## src/hw/rtl/drp_pkg.sv

```systemverilog
// -----------------------------------------------------------------------------
// drp_pkg
// Shared types, constants and the arctangent table of the position integrator.
// -----------------------------------------------------------------------------
`default_nettype none
package drp_pkg;

   localparam int SPEED_W = 16;
   localparam int TIME_W  = 32;
   localparam int HEAD_W  = 16;
   localparam int POS_W   = 64;
   localparam int TRIG_W  = 16;
   localparam int CRD_W   = 34;   // q30 cordic values with headroom
   localparam int ANG_W   = 33;   // residual angle, 32 bit turn units plus sign
   localparam int TAB_LEN = 24;
   localparam int STEP_W  = 5;
   localparam logic signed [CRD_W-1:0] GAIN_Q30 = 34'sd652032874;
   localparam int DIST_W  = 49;   // speed * signed dt
   localparam int PROD_W  = 65;   // dist * trig, exact for the whole range

   typedef enum logic [2:0] {
      ST_IDLE,
      ST_CORDIC,
      ST_MULX,
      ST_MULY,
      ST_DONE
   } state_type;

   typedef struct packed {
      logic start;
      logic done;
   } cordic_ctl_type;

   function automatic logic [31:0] atan_entry(input logic [STEP_W-1:0] idx);
      logic [31:0] v;
      case (idx)
         5'd0:  v = 32'h20000000;
         5'd1:  v = 32'h12E4051D;
         5'd2:  v = 32'h09FB385B;
         5'd3:  v = 32'h051111D4;
         5'd4:  v = 32'h028B0D43;
         5'd5:  v = 32'h0145D7E1;
         5'd6:  v = 32'h00A2F61E;
         5'd7:  v = 32'h00517C55;
         5'd8:  v = 32'h0028BE53;
         5'd9:  v = 32'h00145F2E;
         5'd10: v = 32'h000A2F98;
         5'd11: v = 32'h000517CC;
         5'd12: v = 32'h00028BE6;
         5'd13: v = 32'h000145F3;
         5'd14: v = 32'h0000A2F9;
         5'd15: v = 32'h0000517C;
         5'd16: v = 32'h000028BE;
         5'd17: v = 32'h0000145F;
         5'd18: v = 32'h00000A2F;
         5'd19: v = 32'h00000517;
         5'd20: v = 32'h0000028B;
         5'd21: v = 32'h00000145;
         5'd22: v = 32'h000000A2;
         5'd23: v = 32'h00000051;
         default: v = 32'h0;
      endcase
      return v;
   endfunction

endpackage
`default_nettype wire

```

## src/hw/rtl/drp_if.sv

```systemverilog
// -----------------------------------------------------------------------------
// drp_req_if / drp_rsp_if
// Valid/ready channels for movement commands and position results.
// -----------------------------------------------------------------------------
`default_nettype none
interface drp_req_if;
   logic        valid;
   logic        ready;
   logic [15:0] speed;
   logic [31:0] timestamp;
   logic [15:0] heading;
   logic        first;
   modport source (output valid, speed, timestamp, heading, first, input ready);
   modport sink   (input valid, speed, timestamp, heading, first, output ready);
endinterface

interface drp_rsp_if;
   logic               valid;
   logic               ready;
   logic signed [63:0] pos_x;
   logic signed [63:0] pos_y;
   modport source (output valid, pos_x, pos_y, input ready);
   modport sink   (input valid, pos_x, pos_y, output ready);
endinterface
`default_nettype wire

```

## src/hw/rtl/drp_cordic.sv

```systemverilog
// -----------------------------------------------------------------------------
// drp_cordic
// Iterative rotation-mode cordic, one micro-rotation per cycle, q1.15 results.
// -----------------------------------------------------------------------------
`default_nettype none
module drp_cordic #(
   parameter int ANGLE_BITS   = 16,
   parameter int CORDIC_STEPS = 16
) (
   input  wire logic                                clock,
   input  wire logic                                reset,
   input  wire logic                                start,
   input  wire logic [drp_pkg::HEAD_W-1:0]          heading,
   output      drp_pkg::cordic_ctl_type             ctl,
   output      logic signed [drp_pkg::TRIG_W-1:0]   cos_q15,
   output      logic signed [drp_pkg::TRIG_W-1:0]   sin_q15
);
   localparam int NSTEP = (CORDIC_STEPS < drp_pkg::TAB_LEN) ? CORDIC_STEPS
                                                            : drp_pkg::TAB_LEN;
   localparam int DROP = 32 - ANGLE_BITS;

   logic signed [drp_pkg::CRD_W-1:0] x_ff, x_in, y_ff, y_in;
   logic signed [drp_pkg::ANG_W-1:0] z_ff, z_in;
   logic [drp_pkg::STEP_W-1:0]       step_ff, step_in;
   logic                             busy_ff, busy_in, neg_ff, neg_in;
   logic                             done_ff, done_in;
   logic [31:0]                      t_ang, t_fold;
   logic [drp_pkg::ANG_W-1:0]        atan_ext;
   logic signed [drp_pkg::CRD_W-1:0] xs, ys;
   logic signed [drp_pkg::TRIG_W-1:0] c_r, s_r;

   function automatic logic signed [drp_pkg::TRIG_W-1:0] to_q15(
      input logic signed [drp_pkg::CRD_W-1:0] v);
      logic signed [drp_pkg::CRD_W-1:0] r;
      r = (v + drp_pkg::CRD_W'(16384)) >>> 15;
      if (r > drp_pkg::CRD_W'(32767)) r = drp_pkg::CRD_W'(32767);
      if (r < -drp_pkg::CRD_W'(32767)) r = -drp_pkg::CRD_W'(32767);
      return r[drp_pkg::TRIG_W-1:0];
   endfunction

   always_comb begin
      t_ang    = {heading, 16'h0} & (32'hFFFF_FFFF << DROP);
      t_fold   = (t_ang[31] ^ t_ang[30]) ? t_ang + 32'h8000_0000 : t_ang;
      atan_ext = {1'b0, drp_pkg::atan_entry(step_ff)};
      xs       = x_ff >>> step_ff;
      ys       = y_ff >>> step_ff;
      x_in = x_ff; y_in = y_ff; z_in = z_ff; step_in = step_ff;
      busy_in = busy_ff; neg_in = neg_ff; done_in = 1'b0;
      if (start) begin
         x_in    = drp_pkg::GAIN_Q30;
         y_in    = '0;
         z_in    = {t_fold[31], t_fold};
         neg_in  = t_ang[31] ^ t_ang[30];
         step_in = '0;
         busy_in = 1'b1;
      end else if (busy_ff) begin
         if (!z_ff[drp_pkg::ANG_W-1]) begin
            x_in = x_ff - ys; y_in = y_ff + xs; z_in = z_ff - atan_ext;
         end else begin
            x_in = x_ff + ys; y_in = y_ff - xs; z_in = z_ff + atan_ext;
         end
         step_in = step_ff + 1'b1;
         if (step_ff == drp_pkg::STEP_W'(NSTEP - 1)) begin
            busy_in = 1'b0;
            done_in = 1'b1;
         end
      end
   end

   always_ff @(posedge clock) begin
      if (reset) begin
         busy_ff <= 1'b0;
         done_ff <= 1'b0;
      end else begin
         busy_ff <= busy_in;
         done_ff <= done_in;
      end
      x_ff <= x_in; y_ff <= y_in; z_ff <= z_in;
      step_ff <= step_in; neg_ff <= neg_in;
   end

   always_comb begin
      c_r = to_q15(x_ff);
      s_r = to_q15(y_ff);
      cos_q15 = neg_ff ? -c_r : c_r;
      sin_q15 = neg_ff ? -s_r : s_r;
      ctl.start = busy_ff;
      ctl.done  = done_ff;
   end
endmodule
`default_nettype wire

```

## src/hw/rtl/drp_serial_mac.sv

```systemverilog
// -----------------------------------------------------------------------------
// drp_serial_mac
// Bit-serial multiply of distance by a q1.15 trig value, rounded add with
// saturation into a 64 bit accumulator.
// -----------------------------------------------------------------------------
`default_nettype none
module drp_serial_mac (
   input  wire logic                                 clock,
   input  wire logic                                 reset,
   input  wire logic                                 start,
   input  wire logic signed [drp_pkg::DIST_W-1:0]    span,
   input  wire logic signed [drp_pkg::TRIG_W-1:0]    trig,
   input  wire logic signed [drp_pkg::POS_W-1:0]     acc,
   output      logic                                 done,
   output      logic signed [drp_pkg::POS_W-1:0]     result
);
   localparam int CNT_W = 5;

   logic signed [drp_pkg::PROD_W-1:0] prod_ff, prod_in, mcand_ff, mcand_in;
   logic [drp_pkg::TRIG_W-1:0]        mplier_ff, mplier_in;
   logic [CNT_W-1:0]                  cnt_ff, cnt_in;
   logic                              busy_ff, busy_in, done_ff, done_in;
   logic signed [drp_pkg::PROD_W-1:0] term;
   logic signed [drp_pkg::POS_W:0]    sum;
   logic signed [drp_pkg::POS_W-1:0]  res_ff, res_in;

   // one multiplier bit per cycle; top bit carries negative weight
   always_comb begin
      prod_in = prod_ff; mcand_in = mcand_ff; mplier_in = mplier_ff;
      cnt_in = cnt_ff; busy_in = busy_ff; done_in = 1'b0; res_in = res_ff;
      term = (prod_ff + drp_pkg::PROD_W'(64)) >>> 7;
      sum  = {acc[drp_pkg::POS_W-1], acc} + term[drp_pkg::POS_W:0];
      if (start) begin
         prod_in   = '0;
         mcand_in  = drp_pkg::PROD_W'(span);
         mplier_in = trig;
         cnt_in    = '0;
         busy_in   = 1'b1;
      end else if (busy_ff) begin
         if (mplier_ff[0]) begin
            if (cnt_ff == CNT_W'(drp_pkg::TRIG_W - 1)) prod_in = prod_ff - mcand_ff;
            else prod_in = prod_ff + mcand_ff;
         end
         mcand_in  = mcand_ff <<< 1;
         mplier_in = mplier_ff >> 1;
         cnt_in    = cnt_ff + 1'b1;
         if (cnt_ff == CNT_W'(drp_pkg::TRIG_W)) begin
            busy_in = 1'b0;
            done_in = 1'b1;
            prod_in = prod_ff;
            if (sum[drp_pkg::POS_W] != sum[drp_pkg::POS_W-1])
               res_in = sum[drp_pkg::POS_W] ? {1'b1, {(drp_pkg::POS_W-1){1'b0}}}
                                            : {1'b0, {(drp_pkg::POS_W-1){1'b1}}};
            else
               res_in = sum[drp_pkg::POS_W-1:0];
         end
      end
   end

   always_ff @(posedge clock) begin
      if (reset) begin
         busy_ff <= 1'b0;
         done_ff <= 1'b0;
      end else begin
         busy_ff <= busy_in;
         done_ff <= done_in;
      end
      prod_ff <= prod_in; mcand_ff <= mcand_in; mplier_ff <= mplier_in;
      cnt_ff <= cnt_in; res_ff <= res_in;
   end

   assign done   = done_ff;
   assign result = res_ff;
endmodule
`default_nettype wire

```

## src/hw/rtl/dead_reckoning_position.sv

```systemverilog
// -----------------------------------------------------------------------------
// dead_reckoning_position
// Path integrator: adds speed*dt*cos/sin(heading) to a saturating q56.8
// position per command.
// -----------------------------------------------------------------------------
// One command at a time: after a command is taken, the iterative cordic runs
// its micro-rotations, then the bit-serial x and y multiply accumulates run in
// turn, and the position is held on rsp until rsp is ready. A new command is
// taken once the previous position has been transferred out. A set first flag
// restarts the path at the origin with previous time zero.
`default_nettype none
module dead_reckoning_position #(
   parameter int ANGLE_BITS   = 16,
   parameter int CORDIC_STEPS = 16
) (
   input wire logic clock,
   input wire logic reset,
   drp_req_if.sink   req,
   drp_rsp_if.source rsp
);
   drp_pkg::state_type state_ff, state_in;
   logic signed [drp_pkg::POS_W-1:0]  acc_x_ff, acc_x_in, acc_y_ff, acc_y_in;
   logic [drp_pkg::TIME_W-1:0]        prev_ff, prev_in;
   logic signed [drp_pkg::DIST_W-1:0] dist_ff, dist_in;
   logic signed [drp_pkg::TRIG_W-1:0] cos_q15, sin_q15;
   drp_pkg::cordic_ctl_type           cctl;
   logic signed [drp_pkg::POS_W-1:0]  mac_res;
   logic                              mac_done, mac_start, cordic_start, take;
   logic signed [drp_pkg::TIME_W:0]   dt;
   logic signed [drp_pkg::TRIG_W-1:0] trig_sel;
   logic signed [drp_pkg::POS_W-1:0]  acc_sel;

   assign take = req.valid && req.ready;

   // the cordic loads its angle in the transfer cycle
   drp_cordic #(.ANGLE_BITS(ANGLE_BITS), .CORDIC_STEPS(CORDIC_STEPS)) u_cordic (
      .clock(clock), .reset(reset), .start(cordic_start), .heading(req.heading),
      .ctl(cctl), .cos_q15(cos_q15), .sin_q15(sin_q15));

   drp_serial_mac u_mac (
      .clock(clock), .reset(reset), .start(mac_start), .span(dist_ff),
      .trig(trig_sel), .acc(acc_sel), .done(mac_done), .result(mac_res));

   always_comb begin
      state_in = state_ff;
      case (state_ff)
         drp_pkg::ST_IDLE:   if (take) state_in = drp_pkg::ST_CORDIC;
         drp_pkg::ST_CORDIC: if (cctl.done) state_in = drp_pkg::ST_MULX;
         drp_pkg::ST_MULX:   if (mac_done) state_in = drp_pkg::ST_MULY;
         drp_pkg::ST_MULY:   if (mac_done) state_in = drp_pkg::ST_DONE;
         drp_pkg::ST_DONE:   if (rsp.ready) state_in = drp_pkg::ST_IDLE;
         default:            state_in = drp_pkg::ST_IDLE;
      endcase
   end

   always_comb begin
      req.ready    = (state_ff == drp_pkg::ST_IDLE);
      rsp.valid    = (state_ff == drp_pkg::ST_DONE);
      cordic_start = (state_ff == drp_pkg::ST_IDLE) && take;
      mac_start    = ((state_ff == drp_pkg::ST_CORDIC) && cctl.done) ||
                     ((state_ff == drp_pkg::ST_MULX) && mac_done);
      trig_sel     = (state_ff == drp_pkg::ST_CORDIC) ? cos_q15 : sin_q15;
      // accumulator is read when the multiply finishes
      acc_sel      = (state_ff == drp_pkg::ST_MULX) ? acc_x_ff : acc_y_ff;
      rsp.pos_x    = acc_x_ff;
      rsp.pos_y    = acc_y_ff;
   end

   always_comb begin
      acc_x_in = acc_x_ff; acc_y_in = acc_y_ff; prev_in = prev_ff;
      dist_in = dist_ff;
      dt = '0;
      if (cordic_start) begin
         dt = $signed({1'b0, req.timestamp}) -
              $signed({1'b0, (req.first ? {drp_pkg::TIME_W{1'b0}} : prev_ff)});
         dist_in = $signed({1'b0, req.speed}) * dt;
         prev_in = req.timestamp;
         if (req.first) begin
            acc_x_in = '0;
            acc_y_in = '0;
         end
      end
      if (mac_done && state_ff == drp_pkg::ST_MULX) acc_x_in = mac_res;
      if (mac_done && state_ff == drp_pkg::ST_MULY) acc_y_in = mac_res;
   end

   always_ff @(posedge clock) begin
      if (reset) begin
         state_ff <= drp_pkg::ST_IDLE;
         acc_x_ff <= '0;
         acc_y_ff <= '0;
         prev_ff  <= '0;
      end else begin
         state_ff <= state_in;
         acc_x_ff <= acc_x_in;
         acc_y_ff <= acc_y_in;
         prev_ff  <= prev_in;
      end
      dist_ff <= dist_in;
   end
endmodule
`default_nettype wire

```

## src/flat_wrapper.sv

```systemverilog
// flat-port wrapper written by rule: the top's interface ports become plain ports
module dead_reckoning_position_flat 
#(
   parameter int ANGLE_BITS   = 16,
   parameter int CORDIC_STEPS = 16
)
  (clock, reset, req_valid, req_speed, req_timestamp, req_heading, req_first, req_ready, rsp_valid, rsp_pos_x, rsp_pos_y, rsp_ready);
  drp_req_if req_i ();
  drp_rsp_if rsp_i ();
  input wire logic clock;
  input wire logic reset;
  input wire logic [$bits(req_i.valid)-1:0] req_valid;
  input wire logic [$bits(req_i.speed)-1:0] req_speed;
  input wire logic [$bits(req_i.timestamp)-1:0] req_timestamp;
  input wire logic [$bits(req_i.heading)-1:0] req_heading;
  input wire logic [$bits(req_i.first)-1:0] req_first;
  output wire logic [$bits(req_i.ready)-1:0] req_ready;
  output wire logic [$bits(rsp_i.valid)-1:0] rsp_valid;
  output wire logic [$bits(rsp_i.pos_x)-1:0] rsp_pos_x;
  output wire logic [$bits(rsp_i.pos_y)-1:0] rsp_pos_y;
  input wire logic [$bits(rsp_i.ready)-1:0] rsp_ready;
  assign req_i.valid = req_valid;
  assign req_i.speed = req_speed;
  assign req_i.timestamp = req_timestamp;
  assign req_i.heading = req_heading;
  assign req_i.first = req_first;
  assign req_ready = req_i.ready;
  assign rsp_valid = rsp_i.valid;
  assign rsp_pos_x = rsp_i.pos_x;
  assign rsp_pos_y = rsp_i.pos_y;
  assign rsp_i.ready = rsp_ready;
  dead_reckoning_position #(.ANGLE_BITS(ANGLE_BITS), .CORDIC_STEPS(CORDIC_STEPS)) u_core (.clock(clock), .reset(reset), .req(req_i), .rsp(rsp_i));
endmodule
```

## config.mk

```make
export PLATFORM = sky130hd
export DESIGN_NAME = dead_reckoning_position_flat
export DESIGN_NICKNAME = d
export VERILOG_FILES = /design/src/hw/rtl/drp_pkg.sv /design/src/hw/rtl/drp_if.sv /design/src/hw/rtl/drp_cordic.sv /design/src/hw/rtl/drp_serial_mac.sv /design/src/hw/rtl/dead_reckoning_position.sv /design/src/flat_wrapper.sv
export SDC_FILE = /design/constraint.sdc
export NUM_CORES = 2
export LEC_CHECK = 0
export BUFFER_PORTS_ARGS = -buffer_cell sky130_fd_sc_hd__buf_2
export CORE_UTILIZATION = 35
export CTS_CLUSTER_DIAMETER = 150
export DETAILED_ROUTE_END_ITERATION = 16
export PLACE_DENSITY_LB_ADDON = 0.25
export SETUP_SLACK_MARGIN = 0.3
export SLEW_MARGIN = 40
export SYNTH_ARGS = -nofsm -noshare
export SYNTH_HDL_FRONTEND = slang
export SYNTH_SLANG_ARGS = --single-unit
```

## constraint.sdc

```tcl
create_clock -name clock -period 10.6 [get_ports clock]
set_input_delay 2.12 -clock clock [delete_from_list [all_inputs] [get_ports clock]]
set_output_delay 2.12 -clock clock [all_outputs]
set_load 0.05 [all_outputs]
```

==> results by group <==
Drt
  • Drt initial violations: 3,984
  • DR vias/cell: 5.33
  • First drt pass iteration count: 6
  • Final ANT Viol Nets: 0
  • Post-route DRC: 0
  • Wirelength per Cell: 18.7 µm
  • Post-Route WL: 192,000 µm
  • Vias: 54,800

Yosys
  • Seq/Total Area, Yosys: 0.211
  • Ys flop type: dfxtp_1
  • Syn Inst Count: 7,550
  • FF+latch count, synth: 568
  • Mapped Area: 64,600 µm²
  • Area fraction in compound gates after synthesis: 0.162
  • Count of different cell masters after synthesis: 104
  • YS warnings: 0
  • Adder and majority gate portion of the synthesized area: 0.243
  • Synth Area in XOR/XNOR: 0.0740
  • Mean Syn Cell Area: 8.55 µm²
  • Syn_nets: 8,520
  • Post-Synth Simple-Gate Area: 0.177
  • Post-synth ARST share: 0
  • EDFF count, synth: 228
  • Mux share of post-synthesis cell area: 0.0632
  • Largest family of logic cells by synthesized area: adder cells

Timing
  • Final Hold Vio Count: 0
  • Final Cycle Share: 0.943
  • Hold Slack: 0.452 ns
  • Max Slew Vio Count: 0
  • Setup TNS: 0 ns
  • Relative slew margins: 0.375
  • Worst-margin pin slew: 0.914 ns
  • Unrepaired setup endpoints after global routing: false
  • Max Fclk: 100 MHz
  • Setup Skew: 0.0498 ns
  • Final min period: 10.0 ns
  • Final setup violation count: 0

Worst setup path
  • Worst reg2reg path depth: 33
  • Max FO, Critical Path: 10
  • Top cell by count, worst path: fa_1
  • Slowest CP cell: fa_1
  • Startpoint Class: primary input
  • CP Depth: 37
  • Worst path max stage delay: 0.54 ns
  • Crit path required time: 11.04 ns
  • Kind of end point of the critical path: register
  • Crit path arrival time: 10.44 ns
  • CP bufs+invs: 11
  • Delay-heaviest family, CP: adder cells
  • Kind of critical path: primary input to register

Global routing
  • Initial antenna violation count: 6
  • First-pass GRT wire length: 306,000 µm
  • Vias in the first global route: 54,800
  • Largest net degree at the start of global routing: 71
  • Grt ovf: 0
  • GRT Total Usage: 0.204

Flow run
  • Max Cap Viol: 0

Final layout
  • Most common cell after layout, fill and taps aside: nand2_1
  • Nets: 8,716
  • Most frequent cells in the layout: nand2_1 (902), inv_1 (721), nor2_1 (567), a21oi_1 (508), fa_1 (497)
  • Post-route insts no fill: 10,300
  • Synth-to-Final Area Change: 13.0%
  • Ratio of cells with drive above 1 in the final layout: 0.127

Placement
  • Port bufs: 198
  • RePlAce Congestion: 0.932
  • Detailed placement HPWL: 147,000 µm
  • Cell Count Post-Placement: 10,100

Status
  • Outcome: finished, final reports clean

Clock network
  • Max clock buf depth: 3
  • H-tree levels: 3
  • Clk Latency, worst-skew pair: 0.74 ns
  • TritonCTS clock tree: built
  • Num CTS Buffers: 76
  • CTS Hold Bufs: 0
  • CTS clk-pin slew, worst paths: 0.06 ns
  • TritonCTS Sinks: 568
  • Root buffer cell: clkbuf_16

Hold path
  • Worst Hold Depth: 2
  • Hold Path Class: register to register

Die
  • Die Span Y: 432 µm
  • Die area: 186,000 µm²
  • Starting Density: 0.353
  • Boundary pin count: 199
  • Core box area: 183,000 µm²
  • Die X: 432 µm
  • Row cnt: 157
## cell usage after synthesis, drive strengths merged, types with 95 or more instances
cell / count / area [µm²]
nand2: 908 / 3410
inv: 730 / 2740
nor2: 575 / 2160
a21oi: 522 / 2620
fa: 504 / 10100
ha: 397 / 4970
xnor2: 363 / 3190
dfxtp: 340 / 6810
clkbuf: 317 / 1190
and2: 290 / 1810
o21ai: 259 / 1300
edfxtp: 228 / 6850
a21o: 198 / 1490
xor2: 182 / 1590
a22oi: 136 / 1020
nor3: 102 / 522
mux4: 95 / 2200
nand3: 95 / 480
## worst paths after layout
kind              slack [ns]                 end              start
setup / recovery        0.60  u_core.dist_ff[48]          req_first
hold / removal          0.45   u_core.prev_ff[0]  u_core.prev_ff[0]
setup reg to reg        1.81  u_core.dist_ff[48]  u_core.prev_ff[0]
hold reg to reg         0.45   u_core.prev_ff[0]  u_core.prev_ff[0]
## what timing repair did
item / CTS / global route
resized for setup: 7 / 105
endpoints found under the setup margin: 4 / 15
buffers inserted: 0 / 20
pin swaps: 0 / 88
## layer usage
metal | wire length, µm | up-vias | track usage
met5 | 0 | - | 0
met4 | 4540 | 0 | 0.0530
met3 | 9790 | 233 | 0.0215
met2 | 85100 | 1473 | 0.322
met1 | 92800 | 26800 | 0.294
li1 | - | 26300 | -
## logic make-up after synthesis
logic type	count (synthesis)
fa+ha+maj	965
compound gates	1634
mux	272
flops	568
buf+inv	1139
xor+xnor	545
simple gates	2427
## metrics by stage
stage | cell area, µm² | setup WS [ns] | util
floorplan | 64700 | 0.217 | -
global placement | 69500 | -0.461 | 0.380
detailed placement | 69600 | -0.607 | 0.380
CTS | 72300 | 0.263 | 0.395
global route | 72900 | 0.283 | 0.398
finish | 72900 | 0.603 | 0.398
## tightest hold or removal path: cells and delay by family (launching register included)
kind	cells	cell delay [ns]
AND/OR/NAND/NOR	1	0.05
flip-flops	1	0.30
AO/OA/AOI/OAI	1	0.05
## registers in the layout (all words and copies together), names as in the netlist, 5 cells and up
name	count
u_core.u_mac.mcand_ff	65
u_core.u_cordic.y_ff	34
u_core.u_mac.cnt_ff	5
u_core.rsp.pos_y	64
u_core.rsp.pos_x	64
u_core.u_mac.prod_ff	65
u_core.u_cordic.step_ff	5
u_core.u_mac.result	64
u_core.u_cordic.atan_ext	30
u_core.u_cordic.x_ff	34
u_core.prev_ff	32
u_core.dist_ff	49
u_core.u_cordic.z_ff	33
u_core.u_mac.mplier_ff	16
## area by class of cell
cell class,instances,area (µm²)
tap,2464,3080
clock inverter,41,517
clock buffer,100,2140
multi-input combinational,5843,47200
inverter,735,2770
fill,18400,110000
sequential,568,13700
timing repair buffer,522,3560
antenna,2,5.00
Power is left out: the tool's default activity adds up to more than one toggle a clock period on the data nets, which glitch-free logic cannot reach.
